**src/hw/rtl/wcts_pkg.sv**
```systemverilog
// ----------------------------------------------------------------------------
// Wall column texture sampler package
// Shared widths, codes and parameter defaults of the sampler block.
// ----------------------------------------------------------------------------
package wcts_pkg;

   // Parameter defaults
   localparam int SCREEN_HEIGHT_DEF    = 768;
   localparam int TEXTURE_COUNT_DEF    = 4;
   localparam int TEXTURE_SIDE_MAX_DEF = 64;
   localparam int COLOR_BITS_DEF       = 32;

   // Fixed field widths
   localparam int OPCODE_W  = 2;
   localparam int TEX_SEL_W = 3;
   localparam int COLUMN_W  = 11;
   localparam int HEIGHT_W  = 16;
   localparam int FRAC_W    = 16;
   localparam int LOAD_W    = 6;
   localparam int PIXEL_W   = 32;
   localparam int ROW_OUT_W = 10;
   localparam int POS_W     = 32;
   localparam int HALF_W    = HEIGHT_W - 1;

   // Configuration port
   localparam int CSR_INDEX_W = 4;
   localparam int CFG_W       = 7;
   localparam int CFG_TEX     = 4;
   localparam int CFG_RESET   = 64;

   typedef enum logic [OPCODE_W-1:0] {
      OP_LOAD  = 2'd0,
      OP_START = 2'd1,
      OP_NEXT  = 2'd2
   } opcode_type;

   typedef enum logic [CSR_INDEX_W-1:0] {
      CSR_NORTH_WIDTH  = 4'd0,
      CSR_NORTH_HEIGHT = 4'd1,
      CSR_SOUTH_WIDTH  = 4'd2,
      CSR_SOUTH_HEIGHT = 4'd3,
      CSR_EAST_WIDTH   = 4'd4,
      CSR_EAST_HEIGHT  = 4'd5,
      CSR_WEST_WIDTH   = 4'd6,
      CSR_WEST_HEIGHT  = 4'd7
   } csr_index_type;

   // Command strobes toward the texel memory
   typedef struct packed {
      logic en;
      logic we;
   } mem_ctl_type;

endpackage

```
**src/hw/rtl/wcts_step_div.sv**
```systemverilog
// ----------------------------------------------------------------------------
// Row step divider
// Restoring divider, one quotient bit per cycle, for the texture row step.
// ----------------------------------------------------------------------------
module wcts_step_div import wcts_pkg::*; #(
   parameter int DIVIDEND_W = 23
) (
   input  logic                  clock,
   input  logic                  reset,
   input  logic                  start,
   input  logic [DIVIDEND_W-1:0] dividend,
   input  logic [HEIGHT_W-1:0]   divisor,
   output logic                  done,
   output logic [DIVIDEND_W-1:0] quotient
);

   localparam int CNT_W = $clog2(DIVIDEND_W + 1);

   logic                  busy_ff, busy_in;
   logic                  done_ff, done_in;
   logic [CNT_W-1:0]      count_ff, count_in;
   logic [HEIGHT_W-1:0]   rem_ff, rem_in;
   logic [HEIGHT_W-1:0]   divisor_ff, divisor_in;
   logic [DIVIDEND_W-1:0] quo_ff, quo_in;
   logic [HEIGHT_W:0]     trial;

   // Shift the next dividend bit into the remainder and try a subtract.
   always_comb begin
      busy_in    = busy_ff;
      done_in    = 1'b0;
      count_in   = count_ff;
      rem_in     = rem_ff;
      divisor_in = divisor_ff;
      quo_in     = quo_ff;
      trial      = {rem_ff, quo_ff[DIVIDEND_W-1]};

      if (start) begin
         busy_in    = 1'b1;
         count_in   = CNT_W'(DIVIDEND_W);
         rem_in     = '0;
         divisor_in = divisor;
         quo_in     = dividend;
      end else if (busy_ff) begin
         if (trial >= {1'b0, divisor_ff}) begin
            rem_in = HEIGHT_W'(trial - {1'b0, divisor_ff});
            quo_in = {quo_ff[DIVIDEND_W-2:0], 1'b1};
         end else begin
            rem_in = trial[HEIGHT_W-1:0];
            quo_in = {quo_ff[DIVIDEND_W-2:0], 1'b0};
         end
         count_in = count_ff - CNT_W'(1);
         if (count_ff == CNT_W'(1)) begin
            busy_in = 1'b0;
            done_in = 1'b1;
         end
      end
   end

   always_ff @(posedge clock) begin
      if (reset) begin
         busy_ff  <= 1'b0;
         done_ff  <= 1'b0;
         count_ff <= '0;
      end else begin
         busy_ff  <= busy_in;
         done_ff  <= done_in;
         count_ff <= count_in;
      end
      rem_ff     <= rem_in;
      divisor_ff <= divisor_in;
      quo_ff     <= quo_in;
   end

   assign done     = done_ff;
   assign quotient = quo_ff;

endmodule

```
**config.mk**
```make
export PLATFORM = sky130hd
export DESIGN_NAME = wcts_step_div
export DESIGN_NICKNAME = d
export VERILOG_FILES = /design/src/hw/rtl/wcts_pkg.sv /design/src/hw/rtl/wcts_step_div.sv
export SDC_FILE = /design/constraint.sdc
export NUM_CORES = 1
export LEC_CHECK = 0
export BUFFER_PORTS_ARGS = -buffer_cell sky130_fd_sc_hd__buf_4
export CORE_AREA = 3 3 97 90
export DETAILED_ROUTE_END_ITERATION = 8
export DIE_AREA = 0 0 100 93
export PLACE_DENSITY = 0.66
export SETUP_SLACK_MARGIN = 0.1
export SLEW_MARGIN = 20
export SYNTH_ARGS = -nofsm -noshare
export SYNTH_HDL_FRONTEND = slang
export SYNTH_SLANG_ARGS = --single-unit
```
**constraint.sdc**
```tcl
create_clock -name clock -period 5.09 [get_ports clock]
set_clock_uncertainty 0.2 [all_clocks]
set_input_delay 0.7635 -clock clock [delete_from_list [all_inputs] [get_ports clock]]
set_output_delay 0.7635 -clock clock [all_outputs]
set_load 0.05 [all_outputs]
```
==> results of run 1 <==
-- worst max-delay path, stage by stage --
cell    delay (ns)
buf_4         0.29
nor2_1        0.79
inv_1         0.67
-- registers in the layout, summed over array words and instances, names as in the netlist --
name / count
done: 1
busy_ff: 1
quotient: 23
rem_ff: 16
count_ff: 5
divisor_ff: 16
-- placed cells by master (no fill, tap or decap), drive strengths merged, types with 3 or more instances in the layout --
master	instances
buf	67
edfxtp	39
inv	29
nor2	28
nand2	23
dfxtp	23
mux2	22
a21oi	18
o21ai	18
ha	18
nand3	11
nor3	9
clkbuf	9
xnor2	7
o21a	6
xor2	6
a32oi	6
mux2i	6
a211oi	5
and3	5
a21o	5
nand4b	3
nor2b	3
nor4	3
o31ai	3
-- power breakdown --
part	leakage (nW)	switching (mW)	internal, mW	total (mW)
Sequential	0.576	0.0208	0.579	0.600
Clock	0.0931	0.224	0.187	0.412
Combinational	1.11	0.177	0.110	0.287
Total	1.78	0.422	0.876	1.30
-- per-layer routing --
metal  up-vias  global-route usage, %
met5         -                      0
met4         0                   4.60
met3        11                   4.92
met2        54                   29.7
met1      1309                   22.4
li1       1379                      -
-- through the flow --
| stage | power, mW | cell area (um2) | std cells | util (%) |
|---|---|---|---|---|
| 6_report | 1.30 | 4230 | 506 | 53.7 |
| 5_1_grt | 1.36 | 4230 | 506 | 53.7 |
| 4_1_cts | 1.31 | 4230 | 506 | 53.7 |
| 3_5_place_dp | 0.898 | 4040 | 490 | 51.3 |
| 3_3_place_gp | 0.893 | 4040 | 490 | 51.3 |
| 2_1_floorplan | 0.807 | 3490 | 339 | - |
-- cells by family after synthesis --
kind of cell | after synthesis | share of synthesized area, %
simple gates | 99 | 14.0
compound gates | 79 | 15.3
flops | 62 | 46.7
buf+inv | 39 | 4.84
mux | 28 | 8.81
fa+ha+maj | 19 | 7.02
xor+xnor | 13 | 3.26
-- how the worst min path moves through the flow --
| stage | start | to |
|---|---|---|
| 6_report | rem_ff[8] | rem_ff[8] |
| 5_1_grt | rem_ff[8] | rem_ff[8] |
| 4_1_cts | rem_ff[8] | rem_ff[8] |
| 3_5_place_dp | rem_ff[8] | rem_ff[8] |
| 3_3_place_gp | rem_ff[8] | rem_ff[8] |
| 2_1_floorplan | rem_ff[15] | rem_ff[15] |
-- cell type report --
class	count	area [um2]
fillers	718	3650
multi-input cells	238	1690
flip-flops and latches	62	1630
repair buffers	67	503
clock buffers	9	124
well taps	99	124
inverters	24	90.1
clock inverters	7	62.6
==> flow_summary.ini, run 1 <==
[status]
status = complete, no violations

[worst_hold_path]
whs_path_depth = 2
hold_class = reg -> reg

[power]
vdd_drop_max_v = 0.000182
leakagePower_nw = 1.78
powerDensity_nw_per_um2 = 307

[drt]
wl_met2_mm = 3.79
drtIter0Drc = 144
drc = 0
routed_via_density = 5.44
postRouteAntennaNets = 0
dr.pass1.iters = 4
wl_met3_um = 391
wl_per_cell_um = 15.6
top_layer_used = met4
vias = 2753
wirelength_mm = 7.92
wl_met1_mm = 3.62

[finish]
area_delta_synth_final_pct = 21.0
drive_above_1_share_pct = 27.3
nNetsFinal = 463
num_antenna_cells = 0

[clock_network]
clockBufferDepth = 2
cts_resized = 0
clk_latency_ns = 0.35
htree_num_levels = 3
clk_pin_slew_ns = 0.07
hold_buffers = 0
post_cts_buffers = 0
cts_tree = built
cts.sinks = 62
ctsRootBufferMaster = clkbuf_8
cts_buffers = 9

[critical_path]
cp.arrival_ns = 2.56
r2r-start = divisor_ff[15]
critical_path_class = in -> reg
rrSetupSlack_ns = 2.27
endpoint_kind = flip-flop
ff2ff_path_depth = 9
crit_end = quotient[6]
cp.required_ns = 4.81
cp_max_fo = 57
startpoint_type = primary input
crit_path_start = start
rr_endpoint = rem_ff[0]

[grt]
grtUsageTotal_pct = 17.7
grt_pass1_wl_mm = 13.0
grt_pass1_vias = 2738
grt_max_degree = 58
grt_antenna_before_repair = 0
globalRouteOverflowTotal = 0

[placement]
pre_cts_ws_ns = 1.81
dp_hpwl_mm = 5.66
io_buffers = 65
place_congestion = 0.846

[logic_synthesis]
synth-edff-count = 39
synthesis.area_um2 = 3490
yosys.cell_count.top_type = edfxtp_1
synthFlopType = edfxtp_1
yosysTopAreaCell = edfxtp_1
synth-seq-cells = 62
synth.avg_cell_area_um2 = 10.3
synth_area_leaders = edfxtp_1 34%, dfxtp_1 13%, mux2_2 7.1%, ha_1 6.4%, nor2_1 3.0%
yosys-top-cells-count = 39 x edfxtp_1, 28 x nor2_1, 24 x inv_1
synth_top_cell_area_share_pct = 33.5
synth-async-reset-ratio_pct = 0
synth_nets = 400
postSynthCellCount = 339
synth_cell_types = 52
ys_seq_area_share_pct = 46.7
yosys_warnings = 0

[floorplan]
fp.dieH_um = 93
die_w_um = 100
ios = 66
core_um2 = 7870
dieArea_um2 = 9300
initial_utilization_pct = 44.4
rows = 31

[sta]
min_period_ns = 2.84
period_share_pct = 55.8
setup_viol = 0
clock.fmax_mhz = 352
worst_pin_slew_ns = 1.13
hold_viol_final = 0
rsz0062_at_grt = no
whs_ns = 0.295
fin_ws_ns = 2.25
slew_viol_final = 0
finalSetupTns_ns = 0
slew_headroom_pct = 24.5

[run]
maxCapViolCount = 0
No activity file was read; power rests on OpenSTA's default activity.
==> inputs of run 2 (changes only) <==
- clock period: 5.09 -> 2.7 ns (I/O delays scaled with it)
==> run 2 against run 1 <==
Compared with the run above:
- non-clock buffer count increased by 25
- largest cell class unchanged
- die area unchanged
- critical endpoint is now rem_ff[4]
- count of clock-buffer cells in the layout increased by 4
- setup slack got worse by 2.1 ns
- core utilization increased by 6.5 points
- worst hold slack got worse by 0.26 ns
- final cell count increased by 4.9%
- wire length increased by 11%
- global-route usage increased by 0.86 points
- sequential power increased by 90%
==> flow_summary.ini, run 2 (synthesis gave the netlist of run 1 again) <==
[status]
status = complete, no violations

[grt]
grt_pass1_wl_mm = 13.7
globalRouteOverflowTotal = 0
grt_antenna_before_repair = 0
grt_max_degree = 24
grtUsageTotal_pct = 18.5
grt_pass1_vias = 2808

[finish]
stdcell_area_um2 = 4740
final_util_pct = 60.2
num_antenna_cells = 0
final_common_cell = buf_4
largest_register_ff_count = 23
final_cell_mix = 87 x buf_4, 39 x edfxtp_1, 27 x nor2_1, 23 x nand2_1, 23 x dfxtp_1
area_delta_synth_final_pct = 35.6
nNetsFinal = 488
drive_above_1_share_pct = 38.7

[power]
seq_power_share_pct = 42.2
p_sw_share_pct = 29.0
vdd_drop_max_v = 0.000313
total_power_mw = 2.69
powerDensity_nw_per_um2 = 568
clkPwrFrac_pct = 34.1
power_frac_comb_pct = 23.7
power.switching_mw = 0.779
leakagePower_nw = 1.94
power.internal_mw = 1.91

[floorplan]
dieArea_um2 = 9300
rows = 31
ios = 66
initial_utilization_pct = 44.4
core_um2 = 7870
fp.dieH_um = 93
die_w_um = 100

[sta]
hold_viol_final = 0
worst_pin_slew_ns = 0.444
clock.fmax_mhz = 392
min_period_ns = 2.55
whs_ns = 0.0396
slew_viol_final = 0
finalSetupTns_ns = 0
rsz0062_at_grt = yes
setup_viol = 0
slew_headroom_pct = 70.4
period_share_pct = 94.4

[drt]
vias = 2931
drc = 0
wirelength_mm = 8.81
dr.pass1.iters = 5
routed_via_density = 5.52
wl_per_cell_um = 16.6
postRouteAntennaNets = 0
drtIter0Drc = 197

[critical_path]
rr_endpoint = rem_ff[4]
cp.arrival_ns = 2.57
startpoint_type = flip-flop
rrSetupSlack_ns = 0.15
ff2ff_path_depth = 9
cp.required_ns = 2.72
cp_max_fo = 5
r2r-start = divisor_ff[1]
critical_path_class = reg -> reg
endpoint_kind = flip-flop

[worst_hold_path]
whs_path_depth = 1
hp-start = divisor[0]
hold_end = divisor_ff[0]
hold_class = in -> reg

[clock_network]
clk_pin_slew_ns = 0.07
clk_latency_ns = 0.34
clockBufferDepth = 2
cts.sinks = 62
cts_tree = built
cts_buffers = 9
ctsRootBufferMaster = clkbuf_8
htree_num_levels = 3

[placement]
dp_hpwl_mm = 5.95
post_dp_cell_area_um2 = 4200
io_buffers = 65
place_congestion = 0.881

[run]
maxCapViolCount = 0
## run 2: cell count changes in the layout (fill, tap and decap cells not counted), moves of 3 or more
cell | previous run | this run
a21oi_1 | 18 | 14
and3_1 | 5 | 1
and3_4 | 0 | 3
buf_4 | 67 | 87
buf_6 | 0 | 3
clkbuf_1 | 0 | 3
ha_1 | 18 | 6
ha_4 | 0 | 11
inv_1 | 24 | 20
inv_2 | 0 | 4
inv_6 | 4 | 0
## run 2: critical path, stage by stage (launching register included)
cell and delay [ns]:
edfxtp_1 0.44, inv_2 0.09, ha_4 0.19, nor2b_4 0.12
o31a_1 0.30, a21o_1 0.23, buf_4 0.16, a21o_1 0.26
mux2i_1 0.16, a221o_1 0.29
## run 2: through the flow
stage               std cells  worst slack, ns
floorplan                 339           0.0980
global placement          507           0.0824
detailed placement        507           0.0388
CTS                       523            0.102
global route              531           0.0347
finish                    531            0.151
## run 2: cell type report
cell class                 instances  area (um2)
tap                               99         124
clock buffer                      13         149
sequential                        62        1630
multi-input combinational        238        1940
timing repair buffer              92         732
inverter                          24        90.1
clock inverter                     3        68.8
fill                             664        3140
## run 2: what timing repair did
item                                    4_1_cts  5_1_grt
hold buffers                                  0        0
resized for setup                             4       40
setup buffers                                 0        7
pin swaps                                     1       15
endpoints found under the setup margin        7       13
hold endpoints to repair                      0        0
gates cloned                                  0        1
## run 2: worst max-delay path by stage
stage	from	to	slack, ns	depth (start not counted)
6_report	divisor_ff[1]	rem_ff[4]	0.15	9
5_1_grt	divisor_ff[1]	rem_ff[6]	0.03	9
3_5_place_dp	divisor_ff[8]	rem_ff[6]	0.04	9
2_1_floorplan	quotient[22]	quotient[0]	0.1	9
3_3_place_gp	divisor_ff[8]	rem_ff[6]	0.08	9
4_1_cts	divisor_ff[8]	rem_ff[6]	0.10	9
## run 2: metal layers
metal,routed length [um],up-vias,GRT usage (%),share of wire [%]
met5,0,-,0,0
met4,170,0,6.17,1.9
met3,397,14,4.03,4.5
met2,4270,88,30.1,48
met1,3970,1395,24.6,45
li1,-,1434,-,-
## run 2: power groups by stage
stage / clock [mW] / combinational (mW) / sequential [mW]
finish: 0.917 / 0.636 / 1.14
global route: 0.979 / 0.682 / 1.15
CTS: 0.936 / 0.582 / 1.13
detailed placement: 0 / 0.573 / 1.15
global placement: 0 / 0.570 / 1.15
floorplan: 0 / 0.254 / 1.27
==> inputs of run 3 (changes only) <==
- CTS_CLUSTER_DIAMETER: default -> 150
- clock period: 2.7 -> 2.5 ns (I/O delays scaled with it)
==> run 3 against run 2 <==
Compared with the run above:
- the flow now finishes with violations (setup timing)
- critical path depth rose by 1
- critical path type unchanged
- clock power fell by 6.1%
- first-iteration DRC count decreased by 22%
- die area unchanged
- worst hold slack improved by 0.0064 ns
==> flow_summary.ini, run 3 (synthesis gave the netlist of run 1 again) <==
[status]
status = complete, but fails checks
failed_checks = setup timing

[power]
powerDensity_nw_per_um2 = 557
vdd_drop_max_v = 0.000417
leakagePower_nw = 2.14

[grt]
grt_antenna_before_repair = 0
grt_pass1_wl_mm = 14.8
grt_max_degree = 24
grtUsageTotal_pct = 20.6
grt_pass1_vias = 3059
globalRouteOverflowTotal = 0

[finish]
fin_cells = 572
area_delta_synth_final_pct = 46.0
stdcell_area_um2 = 5100
nNetsFinal = 529
num_antenna_cells = 0
largest_register_ff_count = 23
drive_above_1_share_pct = 43.6
final_common_cell = buf_4
final_util_pct = 64.8
final_cell_mix = 111 x buf_4, 39 x edfxtp_1, 27 x nor2_1, 23 x dfxtp_1

[floorplan]
initial_utilization_pct = 44.4
fp.dieH_um = 93
dieArea_um2 = 9300
die_w_um = 100
rows = 31
ios = 66
core_um2 = 7870

[clock_network]
cts.sinks = 62
cts_buffers = 9
clk_latency_ns = 0.35
cts_tree = built
clockBufferDepth = 2
ctsRootBufferMaster = clkbuf_8
clk_pin_slew_ns = 0.08
htree_num_levels = 3

[critical_path]
crit_chain = inv_2 > ha_4 > a21o_1 > a21o_1 > a221o_1 > a221oi_4 > buf_4 > buf_6 > nand2_2 > a311oi_2
startpoint_type = flip-flop
cp_common_cell = a21o_1
cp_max_fo = 5
critPathSlowestCell = edfxtp_1
cp.required_ns = 2.56
crit_buf_inv = 3
critical_path_class = reg -> reg
cp.arrival_ns = 2.65
endpoint_kind = flip-flop
cp_top_family = compound AO/OA/AOI/OAI gates
slowest_delay_ns = 0.37

[sta]
setup_viol = 5
min_period_ns = 2.58
rsz0062_at_grt = yes
worst_pin_slew_ns = 0.378
clock.fmax_mhz = 387
hold_viol_final = 0
slew_viol_final = 0
fin_ws_ns = -0.0835
period_share_pct = 103
slew_headroom_pct = 74.8

[drt]
drc = 0
vias = 3089
routed_via_density = 5.40
wl_per_cell_um = 16.3
drtIter0Drc = 153
dr.pass1.iters = 5
postRouteAntennaNets = 0
wirelength_mm = 9.35

[placement]
dp_hpwl_mm = 6.37
placedCellCount = 534
pre_cts_ws_ns = -0.0873
place_congestion = 0.872
io_buffers = 65
post_dp_cell_area_um2 = 4410

[worst_hold_path]
hold_class = in -> reg

[run]
maxCapViolCount = 0
-- run 3: changes by cell type in the layout (fill, tap and decap cells not counted), moves of 4 or more --
| cell | delta |
|---|---|
| ha_1 | +4 |
| o21ai_0 | -4 |
| buf_4 | +24 |
| dlygate4sd3_1 | +16 |
| ha_4 | -4 |
| o21ai_2 | +4 |
-- run 3: layer usage --
layer  share of wire, %  vias up  track usage (%)
met5                  0        -                0
met4                2.6        0             8.98
li1                   -     1515                -
met2                 49       65             33.9
met1                 44     1489             26.3
met3                4.0       20             4.40
-- run 3: timing repair --
action,CTS,global route
gates resized for setup,37,20
setup buffers,4,3
gates cloned,1,0
hold buffers,16,0
pin swaps,12,8
endpoints found under the hold margin,16,0
setup endpoints to repair,14,15
-- run 3: worst paths after layout --
path         depth (start not counted)         end      startpoint  slack, ns
max                                 10   rem_ff[0]  divisor_ff[10]      -0.08
min reg2reg                          2  rem_ff[11]      rem_ff[11]       0.32
min                                  2     busy_ff           reset       0.05
max reg2reg                         10   rem_ff[0]  divisor_ff[10]      -0.08
-- run 3: area by class of cell --
cell class | instances | area [um2]
Clock buffer | 10 | 128
Clock inverter | 6 | 62.6
Fill cell | 651 | 2780
Inverter | 24 | 90.1
Multi-Input combinational cell | 238 | 2000
Sequential cell | 62 | 1630
Tap cell | 99 | 124
Timing Repair Buffer | 133 | 1060
-- run 3: through the flow --
step                      power [mW]  hold slack [ns]   TNS, ns
after floorplan                 1.65            0.247    -0.302
after global placement          1.89            0.284   -0.0139
after detailed placement        1.90            0.288    -0.335
after CTS                       2.84           0.0261  -0.00321
after global routing            2.98           0.0401    -0.480
final                           2.84           0.0460    -0.155
-- run 3: where the power goes --
| group | total [mW] | leakage [nW] | switching [mW] | internal [mW] |
|---|---|---|---|---|
| registers | 1.22 | 0.576 | 0.0467 | 1.18 |
| logic | 0.757 | 1.47 | 0.422 | 0.335 |
| clock network | 0.861 | 0.0899 | 0.404 | 0.457 |
